<file path="src/sv/cao_pkg.sv">
// ----------------------------------------------------------------------------
// cao_pkg: shared types and helpers for the admittance offset block
// beat structs, register indexes, lane step codes and saturation helpers
// ----------------------------------------------------------------------------
package cao_pkg;

  localparam int unsigned AXES       = 3;
  localparam int unsigned DIV_STEPS  = 40;
  localparam int unsigned LANE_STEPS = 5;

  // opcodes of an input beat
  localparam logic [1:0] OP_TARGET = 2'd0;
  localparam logic [1:0] OP_FORCE  = 2'd1;
  localparam logic [1:0] OP_TICK   = 2'd2;

  // configuration register indexes
  localparam logic [2:0] REG_MODE    = 3'd0;
  localparam logic [2:0] REG_BIASCNT = 3'd1;
  localparam logic [2:0] REG_DT      = 3'd2;
  localparam logic [2:0] REG_IMASS   = 3'd3;
  localparam logic [2:0] REG_DAMP    = 3'd4;
  localparam logic [2:0] REG_STIFF   = 3'd5;
  localparam logic [2:0] REG_DBAND   = 3'd6;
  localparam logic [2:0] REG_LIMIT   = 3'd7;

  // integration lane steps
  localparam logic [2:0] LS_MUL = 3'd0;
  localparam logic [2:0] LS_NET = 3'd1;
  localparam logic [2:0] LS_ACC = 3'd2;
  localparam logic [2:0] LS_VEL = 3'd3;
  localparam logic [2:0] LS_POS = 3'd4;

  typedef struct packed {
    logic [1:0]         opcode;
    logic signed [31:0] pos_x;
    logic signed [31:0] pos_y;
    logic signed [31:0] pos_z;
    logic signed [23:0] force_x;
    logic signed [23:0] force_y;
    logic signed [23:0] force_z;
  } in_item_t;

  typedef struct packed {
    logic signed [31:0] cmd_x;
    logic signed [31:0] cmd_y;
    logic signed [31:0] cmd_z;
    logic               admittance_applied;
  } out_item_t;

  typedef struct packed {
    logic       en;
    logic [2:0] step;
  } lane_ctrl_t;

  // saturate a signed value to 32 bits
  function automatic logic signed [31:0] sat32(input logic signed [63:0] v);
    logic signed [63:0] hi;
    logic signed [63:0] lo;
    hi = 64'sd2147483647;
    lo = -64'sd2147483648;
    if (v > hi) return 32'sh7fffffff;
    else if (v < lo) return 32'sh80000000;
    else return v[31:0];
  endfunction

endpackage

</file>
<file path="src/sv/cao_div.sv">
// ----------------------------------------------------------------------------
// cao_div: serial signed divider for the force bias
// restoring division, one quotient bit per cycle, truncates toward zero
// ----------------------------------------------------------------------------
module cao_div
  import cao_pkg::*;
(
  input  logic               clk_i,
  input  logic               rst_ni,
  input  logic               start_i,
  input  logic signed [39:0] dividend_i,
  input  logic [15:0]        divisor_i,
  output logic               done_o,
  output logic signed [23:0] quot_o
);

  logic        busy_q, done_q, neg_q;
  logic [5:0]  cnt_q;
  logic [39:0] dq_q;
  logic [15:0] rem_q, div_q;
  logic [16:0] rem_sh;
  logic        ge;
  logic [39:0] mag;

  // magnitude of the dividend
  assign mag    = dividend_i[39] ? 40'(-dividend_i) : 40'(dividend_i);
  // one restoring step
  assign rem_sh = {rem_q, dq_q[39]};
  assign ge     = rem_sh >= {1'b0, div_q};

  always_ff @(posedge clk_i or negedge rst_ni) begin
    if (!rst_ni) begin
      busy_q <= 1'b0;
      done_q <= 1'b0;
      cnt_q  <= '0;
    end else begin
      done_q <= 1'b0;
      if (start_i) begin
        busy_q <= 1'b1;
        cnt_q  <= 6'(DIV_STEPS - 1);
      end else if (busy_q) begin
        if (cnt_q == '0) begin
          busy_q <= 1'b0;
          done_q <= 1'b1;
        end else begin
          cnt_q <= cnt_q - 6'd1;
        end
      end
    end
  end

  // datapath
  always_ff @(posedge clk_i) begin
    if (start_i) begin
      dq_q  <= mag;
      rem_q <= '0;
      div_q <= divisor_i;
      neg_q <= dividend_i[39];
    end else if (busy_q) begin
      rem_q <= ge ? 16'(rem_sh - {1'b0, div_q}) : rem_sh[15:0];
      dq_q  <= {dq_q[38:0], ge};
    end
  end

  assign done_o = done_q;
  assign quot_o = neg_q ? 24'(-dq_q[23:0]) : dq_q[23:0];

endmodule

</file>
<file path="config.mk">
export PLATFORM = sky130hd
export DESIGN_NAME = cao_div
export DESIGN_NICKNAME = d
export VERILOG_FILES = /design/src/sv/cao_pkg.sv /design/src/sv/cao_div.sv
export SDC_FILE = /design/constraint.sdc
export NUM_CORES = 1
export LEC_CHECK = 0
export ABC_AREA = 1
export ABC_CLOCK_PERIOD_IN_PS = 2000
export BUFFER_PORTS_ARGS = -buffer_cell sky130_fd_sc_hd__buf_4
export CORE_MARGIN = 2
export CORE_UTILIZATION = 25
export CTS_CLUSTER_DIAMETER = 80
export CTS_CLUSTER_SIZE = 16
export DETAILED_ROUTE_END_ITERATION = 7
export MAX_ROUTING_LAYER = met4
export PLACE_DENSITY = 0.53
export REMOVE_ABC_BUFFERS = 1
export SLEW_MARGIN = 20
export SYNTH_ARGS = -nofsm -noshare
export SYNTH_HDL_FRONTEND = slang
export SYNTH_SLANG_ARGS = --single-unit
export TNS_END_PERCENT = 100
</file>
<file path="constraint.sdc">
create_clock -name clk_i -period 2 [get_ports clk_i]
set_clock_uncertainty 0.05 [all_clocks]
set_input_delay 0.2 -clock clk_i [delete_from_list [all_inputs] [get_ports clk_i]]
set_output_delay 0.2 -clock clk_i [all_outputs]
set_load 0.05 [all_outputs]
</file>
==> impl_metrics.env, run 1 <==
export IMPL_outcome="complete, but fails checks"
export IMPL_violations="negative setup slack"
export IMPL_vias=6360
export IMPL_avgSynthCellArea_sq_um=6.80
export IMPL_cts_clk_slew_worst_paths_ps=80
export IMPL_finalNonFillerCells=1435
export IMPL_slew_limit_headroom=0.639
export IMPL_die_x_um=161
export IMPL_track_usage=0.149
export IMPL_hold_class="input port to flop"
export IMPL_dp_slack_ps=-163
export IMPL_fillCellCount=2570
export IMPL_drtAntennaViolNets=0
export IMPL_ys_ff_latch=81
export IMPL_dieArea_sq_um=26000
export IMPL_worst_slew_pin_slew_ps=542
export IMPL_cts_sinks=81
export IMPL_worstPathRequired_ps=1750
export IMPL_crit_buf_inv=4
export IMPL_p_leak_nw=4.27
export IMPL_netlist_area_sq_um=6190
export IMPL_drive_gt1_frac=0.290
export IMPL_antenna_cells=0
export IMPL_design_area_sq_um=9080
export IMPL_grt_overflow_total=0
export IMPL_yosysTopAreaCell="edfxtp_1"
export IMPL_first_pass_iters=4
export IMPL_placed_area_sq_um=7740
export IMPL_cts_tree="done"
export IMPL_clk_latency_ps=340
export IMPL_synth_ff_type="edfxtp_1"
export IMPL_ys_types=42
export IMPL_gp_congestion=0.942
export IMPL_yosys_warnings=0
export IMPL_worstPathArrival_ps=2150
export IMPL_drc=0
export IMPL_setup_ws_ps=-396
export IMPL_mostFrequentLayoutCells="285 x nand2_1, 163 x buf_4, 113 x inv_1"
export IMPL_grt_max_degree=49
export IMPL_grt_pass1_vias=6121
export IMPL_numCtsBuffers=9
export IMPL_layout_commonest_cell="nand2_1"
export IMPL_utilization=0.373
export IMPL_hold_viol=0
export IMPL_critPathSlowestCell="edfxtp_1"
export IMPL_async_reset_ff_frac=0.0988
export IMPL_antenna_found_initial=0
export IMPL_finalMaxSlewViolations=0
export IMPL_routed_via_density=4.43
export IMPL_die_height_um=161
export IMPL_power_density_nw_per_um2=1040
export IMPL_path_cells="inv_2 -> ha_4 -> inv_4 -> nor2_4 -> nand3b_1 -> nor2_2 -> nand2_2 -> buf_6 -> o21ai_4 -> xnor2_1 -> buf_4"
export IMPL_wl_per_cell_um=13.2
export IMPL_worst_path_max_fanout=3
export IMPL_synth_edff_count=57
export IMPL_cap_violations=0
export IMPL_nets=1186
export IMPL_critPathMaxStageDelay_ps=420
export IMPL_setup_viol=16
export IMPL_drt_iter0_markers=319
export IMPL_placementRows=57
export IMPL_start_util=0.255
export IMPL_netlist_top_cells_area="edfxtp_1 28%, nand2_1 19%, inv_1 7.6%"
export IMPL_grt_first_pass_wirelength_mm=30.2
export IMPL_max_clock_path_buffers=2
export IMPL_core_sq_um=24300
export IMPL_cp_end_kind="output pin"
export IMPL_period_needed_ps=2400
export IMPL_wl_mm=19.0
export IMPL_synth_top_area_share=0.276
export IMPL_place_inst=1377
export IMPL_cts_root_buf="clkbuf_16"
export IMPL_syn2layout_area_growth_pct=46.7
export IMPL_crit_type="flop to output pin"
export IMPL_max_clock_freq_ghz=0.417
export IMPL_vdd_ir_drop_worst_v=0.000549
export IMPL_cp_start_kind="flop"
export IMPL_syn_inst=910
export IMPL_dp_hpwl_mm=14.3
export IMPL_rsz0062_at_grt="yes"
export IMPL_portBuffers=83
export IMPL_htree_levels=3
export IMPL_crit_family="buffers and inverters"
export IMPL_ys_seq_area_frac=0.360
export IMPL_ios=84
export IMPL_fin_crit_sh=1.20
[cell usage after synthesis (2+ instances only)]
cell type / instances
nor2_2: 7
xor2_1: 29
nand4_1: 12
dfrtp_1: 8
nand3_1: 78
nor2_1: 104
edfxtp_1: 57
a31oi_1: 7
inv_1: 126
buf_2: 3
nand3_2: 6
dfxtp_1: 16
nor3_1: 6
nand2_2: 7
buf_1: 4
buf_6: 2
o31ai_1: 3
nand3b_1: 6
o21ai_2: 2
o21ai_1: 3
xnor2_1: 15
o21ai_0: 32
clkbuf_1: 11
o211ai_1: 2
nand2_1: 307
a21oi_1: 22
ha_1: 20
[final cells by class]
type / count / area [sq um] / share of cell area
Clock buffer: 9 / 225 / 0.0248
Sequential cell: 81 / 2230 / 0.246
Clock inverter: 7 / 101 / 0.0112
Tap cell: 324 / 405 / 0.0446
Inverter: 127 / 483 / 0.0532
Multi-Input combinational cell: 679 / 3870 / 0.426
Timing Repair Buffer: 208 / 1760 / 0.194
[power by group]
part / switching, mW / total, mW / internal (mW)
logic: 2.75 / 5.18 / 2.43
registers: 0.266 / 2.39 / 2.13
clock network: 0.747 / 1.85 / 1.11
total: 3.76 / 9.43 / 5.67
[registers in the layout, indices dropped and copies added, names as in the netlist]
signal  flops
dq_q       40
div_q      16
rem_q      16
cnt_q       6
busy_q      1
done_o      1
neg_q       1
[per-layer routing]
metal | share of wire | global-route usage
met1 | 0.46 | 0.193
met2 | 0.49 | 0.250
met3 | 0.043 | 0.0226
met4 | 0.0083 | 0.0288
met5 | 0 | -
[worst paths after layout]
kind                       startpoint          to  slack (ps)  cells past startpoint
setup / recovery              dq_q[0]  quot_o[14]        -400                     11
hold / removal                start_i       neg_q         150                      1
setup reg to reg             div_q[0]    rem_q[7]          80                     12
hold reg to reg              rem_q[8]    rem_q[8]         420                      2
max in group asynchronous      rst_ni      busy_q        1600                      2
min in group asynchronous      rst_ni    cnt_q[2]         170                      2
[cells by family after synthesis]
| kind of cell | Yosys count | synth area share |
|---|---|---|
| flip-flops | 81 | 0.360 |
| AND/OR/NAND/NOR | 539 | 0.368 |
| AO/OA/AOI/OAI | 75 | 0.0681 |
| adder cells (fa/ha/maj) | 21 | 0.0436 |
| buffers and inverters | 150 | 0.0978 |
| XOR/XNOR | 44 | 0.0622 |
[what timing repair did]
item	4_1_cts	5_1_grt
gates cloned	0	1
endpoints found under the setup margin	23	38
setup buffers	17	16
gates resized for setup	54	94
hold buffers	17	0
pin swaps	16	30
endpoints found under the hold margin	24	0
[per-stage QoR]
stage	hold slack [ps]	TNS (ps)	total power, mW
2_1_floorplan	-146	-13190	4.80
3_3_place_gp	-23.2	-481	6.56
3_5_place_dp	-23.4	-981	6.58
4_1_cts	136	-4750	8.71
5_1_grt	153	-6640	10.2
6_report	151	-4490	9.43
(Power assumes the default switching activity.)
==> inputs of run 2 (changes only) <==
- RECOVER_POWER: not set -> 25
==> run 2 against run 1 <==
The run still ends with negative setup slack left; sequential cell count unchanged; via count about the same; combinational power about the same; clock-buffer cell count unchanged; non-clock buffer count unchanged; worst hold slack better by 40 ps.
==> impl_metrics.env, run 2 (synthesized netlist as in run 1, its figures left out) <==
export IMPL_outcome="complete, but fails checks"
export IMPL_violations="negative setup slack"
export IMPL_first_pass_iters=4
export IMPL_crit_path_start="dq_q[0]"
export IMPL_largest_reg_flops=40
export IMPL_hold_viol=0
export IMPL_finalMaxSlewViolations=0
export IMPL_worst_slew_pin_slew_ps=707
export IMPL_critPathMaxStageDelay_ps=420
export IMPL_dp_hpwl_mm=14.3
export IMPL_crit_type="flop to output pin"
export IMPL_placed_area_sq_um=7740
export IMPL_setup_ws_ps=-394
export IMPL_antenna_cells=0
export IMPL_vias=6357
export IMPL_syn2layout_area_growth_pct=46.5
export IMPL_design_area_sq_um=9070
export IMPL_gp_congestion=0.942
export IMPL_routed_via_density=4.43
export IMPL_dp_slack_ps=-163
export IMPL_nets=1186
export IMPL_antenna_found_initial=0
export IMPL_comb_power_share=0.549
export IMPL_r2r_start="div_q[0]"
export IMPL_placementRows=57
export IMPL_critPathSlowestCell="edfxtp_1"
export IMPL_portBuffers=83
export IMPL_cts_clk_slew_worst_paths_ps=80
export IMPL_fin_crit_sh=1.20
export IMPL_grt_pass1_vias=6121
export IMPL_die_x_um=161
export IMPL_hold_class="input port to flop"
export IMPL_path_cells="inv_2 -> ha_4 -> inv_4 -> nor2_4 -> nand3b_1 -> nor2_2 -> nand2_2 -> buf_6 -> o21ai_4 -> xnor2_1 -> buf_4"
export IMPL_drive_gt1_frac=0.287
export IMPL_p_leak_nw=4.25
export IMPL_cap_violations=0
export IMPL_drc=0
export IMPL_grt_first_pass_wirelength_mm=30.2
export IMPL_fin_hold_ws_ps=191
export IMPL_power_density_nw_per_um2=1040
export IMPL_worst_path_max_fanout=3
export IMPL_mostFrequentLayoutCells="285 x nand2_1, 148 x buf_4, 113 x inv_1"
export IMPL_clkPwrFrac=0.197
export IMPL_worstPathRequired_ps=1750
export IMPL_clk_latency_ps=340
export IMPL_drt_iter0_markers=320
export IMPL_cts_tree="done"
export IMPL_drtAntennaViolNets=0
export IMPL_vdd_ir_drop_worst_v=0.000549
export IMPL_worstPathArrival_ps=2140
export IMPL_setup_viol=16
export IMPL_core_sq_um=24300
export IMPL_p_int_mw=5.66
export IMPL_power_mw=9.42
export IMPL_numCtsBuffers=9
export IMPL_grt_max_degree=49
export IMPL_die_height_um=161
export IMPL_grt_overflow_total=0
export IMPL_fillCellCount=2574
export IMPL_p_seq_frac=0.254
export IMPL_cp_start_kind="flop"
export IMPL_htree_levels=3
export IMPL_tns_ps=-4460
export IMPL_sw_frac_of_total=0.399
export IMPL_cp_end_kind="output pin"
export IMPL_reg_top3="dq_q x40, div_q x16, rem_q x16"
export IMPL_max_clock_freq_ghz=0.418
export IMPL_dieArea_sq_um=26000
export IMPL_top_register="dq_q"
export IMPL_period_needed_ps=2390
export IMPL_track_usage=0.149
export IMPL_start_util=0.255
export IMPL_min_from="dividend_i[32]"
export IMPL_ios=84
export IMPL_max_clock_path_buffers=2
export IMPL_wl_mm=19.0
export IMPL_layout_commonest_cell="nand2_1"
export IMPL_p_sw_mw=3.76
export IMPL_cts_root_buf="clkbuf_16"
export IMPL_slew_limit_headroom=0.529
export IMPL_rsz0062_at_grt="yes"
export IMPL_wl_per_cell_um=13.2
export IMPL_cts_sinks=81
-- run 2: cell count changes in the layout (fill, tap and decap cells not counted), sizes merged --
cell    delta
buf       -15
clkbuf    +15
-- run 2: power by group through the flow --
stage          clock network, mW  registers (mW)  logic, mW
6_report                    1.85            2.39       5.17
5_1_grt                     1.97            2.44       5.74
4_1_cts                     1.91            2.32       4.48
3_5_place_dp                   0            2.35       4.24
3_3_place_gp                   0            2.34       4.22
2_1_floorplan                  0            2.34       2.46
-- run 2: worst paths after layout --
check / slack [ps] / depth (start not counted) / end
worst max-delay path: -390 / 11 / quot_o[14]
worst min-delay path: 190 / 5 / dq_q[32]
worst max register to register: 80 / 12 / rem_q[7]
worst min register to register: 420 / 2 / rem_q[8]
max in group asynchronous: 1320 / 2 / busy_q
min in group asynchronous: 270 / 2 / cnt_q[2]
-- run 2: what timing repair did --
item / CTS / global route
pin swaps: 16 / 30
hold buffers: 17 / 0
setup endpoints to repair: 23 / 38
setup buffers: 17 / 16
gates cloned: 0 / 1
gates resized for setup: 54 / 94
endpoints found under the hold margin: 24 / 0
-- run 2: final cells by class --
| cell class | count | area (sq um) | share of cell area |
|---|---|---|---|
| multi-input cells | 679 | 3870 | 0.427 |
| flip-flops and latches | 81 | 2230 | 0.246 |
| repair buffers | 208 | 1750 | 0.193 |
| inverters | 127 | 483 | 0.0533 |
| well taps | 324 | 405 | 0.0447 |
| clock buffers | 9 | 225 | 0.0248 |
| clock inverters | 7 | 101 | 0.0112 |
-- run 2: per-stage QoR --
step,std cells,utilization
2_1_floorplan,887,-
3_3_place_gp,1377,0.318
3_5_place_dp,1377,0.318
4_1_cts,1420,0.350
5_1_grt,1435,0.373
6_report,1435,0.373
-- run 2: metal layers --
metal  share of wire  global-route usage  routed length (um)  vias up
met3           0.042              0.0226                 797       13
met4          0.0083              0.0288                 157        0
met2            0.49               0.250                9220      150
li1                -                   -                   -     3297
met5               0                   -                   0        -
met1            0.46               0.193                8790     2897
-- run 2: critical path: cells and delay by family (launching register included) --
| kind | cells | cell delay [ps] |
|---|---|---|
| AND/OR/NAND/NOR | 4 | 440 |
| buffers and inverters | 4 | 490 |
| adder cells (fa/ha/maj) | 1 | 150 |
| AO/OA/AOI/OAI | 1 | 160 |
| XOR/XNOR | 1 | 140 |
| flip-flops | 1 | 420 |
==> inputs of run 3 (changes only) <==
- ABC_AREA: 1 -> not set
==> run 3 against run 2 <==
The run ends with max-capacitance violations, max-slew violations, negative setup slack left; clock-buffer cell count grew 2; wire length shrank 18%; non-clock buffer count grew 45; largest cell class unchanged; maximum frequency shrank 15%.
==> impl_metrics.env, run 3 <==
export IMPL_outcome="complete, but fails checks"
export IMPL_violations="max-capacitance violations, max-slew violations, negative setup slack"
export IMPL_start_util=0.255
export IMPL_ios=84
export IMPL_synth_most_common_cell="nor2_1"
export IMPL_drive_gt1_frac=0.452
export IMPL_critPathMaxStageDelay_ps=420
export IMPL_drtAntennaViolNets=0
export IMPL_vdd_ir_drop_worst_v=0.000368
export IMPL_route_met3_wl_um=664
export IMPL_synth_edff_count=57
export IMPL_netlist_area_sq_um=5360
export IMPL_utilization=0.419
export IMPL_setup_viol=35
export IMPL_grt_max_degree=62
export IMPL_vias=5023
export IMPL_wl_met1_mm=6.86
export IMPL_wl_per_cell_um=14.2
export IMPL_nets=893
export IMPL_yosysTopAreaCell="edfxtp_1"
export IMPL_largest_reg_flops=40
export IMPL_portBuffers=83
export IMPL_yosys_warnings=0
export IMPL_avgSynthCellArea_sq_um=9.31
export IMPL_cts_sinks=81
export IMPL_crit_buf_inv=2
export IMPL_finalMaxSlewViolations=30
export IMPL_clk_latency_ps=340
export IMPL_gp_congestion=0.822
export IMPL_power_mw=5.53
export IMPL_slew_limit_headroom=-0.0109
export IMPL_syn2layout_area_growth_pct=64.4
export IMPL_crit_family="simple AND/OR/NAND/NOR gates"
export IMPL_layout_commonest_cell="buf_4"
export IMPL_finalNonFillerCells=1093
export IMPL_hold_class="input port to flop"
export IMPL_setup_ws_ps=-816
export IMPL_die_x_um=150
export IMPL_core_sq_um=21000
export IMPL_synth_ff_type="edfxtp_1"
export IMPL_grt_first_pass_wirelength_mm=24.8
export IMPL_critPathSlowestCell="edfxtp_1"
export IMPL_ys_seq_area_frac=0.416
export IMPL_power_density_nw_per_um2=627
export IMPL_syn_inst=576
export IMPL_fin_crit_sh=1.41
export IMPL_period_needed_ps=2820
export IMPL_worst_path_max_fanout=4
export IMPL_crit_type="flop to output pin"
export IMPL_die_height_um=150
export IMPL_antenna_found_initial=0
export IMPL_cts_clk_slew_worst_paths_ps=60
export IMPL_dp_slack_ps=-672
export IMPL_rsz0062_at_grt="yes"
export IMPL_top_register="dq_q"
export IMPL_worstPathArrival_ps=2570
export IMPL_grt_pass1_vias=5061
export IMPL_cp_end_kind="output pin"
export IMPL_drt_iter0_markers=213
export IMPL_track_usage=0.143
export IMPL_dp_hpwl_mm=11.1
export IMPL_ys_types=58
export IMPL_max_clock_path_buffers=2
export IMPL_cap_violations=1
export IMPL_routed_via_density=4.60
export IMPL_hold_viol=0
export IMPL_fillCellCount=2051
export IMPL_worstPathRequired_ps=1750
export IMPL_max_clock_freq_ghz=0.355
export IMPL_grt_overflow_total=0
export IMPL_netlist_top_cells_area="edfxtp_1 32%, xor2_1 6.4%, dfxtp_1 6.0%"
export IMPL_mostFrequentLayoutCells="195 x buf_4, 60 x nor2_1, 57 x edfxtp_1"
export IMPL_cts_tree="done"
export IMPL_htree_levels=3
export IMPL_async_reset_ff_frac=0.0988
export IMPL_path_cells="inv_1 -> ha_2 -> nor2b_4 -> nand3_2 -> or3_4 -> or3_4 -> o31ai_4 -> xnor2_1 -> buf_4"
export IMPL_worst_slew_pin_slew_ps=1520
export IMPL_antenna_cells=0
export IMPL_routed_wl_met2_mm=7.81
export IMPL_numCtsBuffers=9
export IMPL_placementRows=53
export IMPL_wl_mm=15.5
export IMPL_synthTopCellsByCount="61 x nor2_1, 57 x edfxtp_1, 52 x a21oi_1"
export IMPL_drc=0
export IMPL_cp_common_cell="or3_4"
export IMPL_reg_top3="dq_q x40, div_q x16, rem_q x16"
export IMPL_p_leak_nw=3.63
export IMPL_cts_root_buf="clkbuf_16"
export IMPL_first_pass_iters=4
export IMPL_cp_start_kind="flop"
export IMPL_highest_layer="met4"
export IMPL_synth_top_area_share=0.319
export IMPL_ys_ff_latch=81
export IMPL_dieArea_sq_um=22600
export IMPL_place_inst=1048
run 3: cell count changes after synthesis, moves of 15 or more:
cell      before  now
nand3_1       78   15
xnor2_1       15   34
nand2_1      307   43
a21oi_1       22   52
nor2_1       104   61
inv_1        126   25
o31ai_1        3   19
nand2b_1       0   15
run 3: path summary, 6_finish.rpt:
check / start / endpoint / slack, ps / depth (start not counted)
min in group asynchronous: rst_ni / cnt_q[3] / 260 / 2
max reg2reg: div_q[5] / rem_q[8] / -280 / 8
min: start_i / rem_q[6] / 120 / 2
max: dq_q[0] / quot_o[18] / -820 / 9
max in group asynchronous: rst_ni / cnt_q[5] / 1340 / 2
min reg2reg: rem_q[15] / rem_q[15] / 450 / 2
run 3: final cells by class:
class | count | area (sq um) | area share
Timing Repair Buffer | 253 | 2030 | 0.231
Inverter | 25 | 93.8 | 0.0106
Tap cell | 275 | 344 | 0.0390
Clock inverter | 5 | 61.3 | 0.00696
Multi-Input combinational cell | 443 | 3790 | 0.431
Sequential cell | 81 | 2230 | 0.253
Clock buffer | 11 | 253 | 0.0287
run 3: worst register-to-register path, cell delays in order (launching register included):
cell and delay (ps):
edfxtp_1 350, inv_2 70, ha_4 280, nand4_1 160
nor4_2 360, nor3_2 70, a31o_4 270, or3_4 380
a311oi_2 200
run 3: power breakdown:
part           total [mW]  internal (mW)  switching, mW
logic                1.72          0.745          0.978
clock network        1.77           1.05          0.729
registers            2.03           1.96         0.0726
run 3: through the flow:
stage | cell area (sq um) | setup TNS, ps | hold slack (ps)
finish | 8810 | -12680 | 115
CTS | 8490 | -11970 | 28.3
global placement | 7320 | -18550 | -25.3
detailed placement | 7320 | -20170 | -24.0
floorplan | 5260 | -21780 | -146
global route | 8810 | -18140 | 159
run 3: cells by family (layout without fill, tap and decap cells):
group / count (synthesis) / in the layout / synth area share
compound gates: 156 / 156 / 0.187
fa+ha+maj: 21 / 21 / 0.0504
mux: 6 / 6 / 0.0126
simple gates: 187 / 187 / 0.177
flops: 81 / 81 / 0.416
buf+inv: 52 / 294 / 0.0373
xor+xnor: 73 / 73 / 0.119
run 3: repair_timing:
item | CTS | global route
pin swaps | 48 | 43
hold buffers | 17 | 0
endpoints found under the setup margin | 45 | 60
buffers inserted | 8 | 8
resized for setup | 139 | 52
endpoints found under the hold margin | 24 | 0
run 3: per-layer routing:
layer  vias up  GRT usage
met1      2334      0.174
met5         -          -
li1       2582          -
met4         0     0.0344
met3        15     0.0352
met2        92      0.240
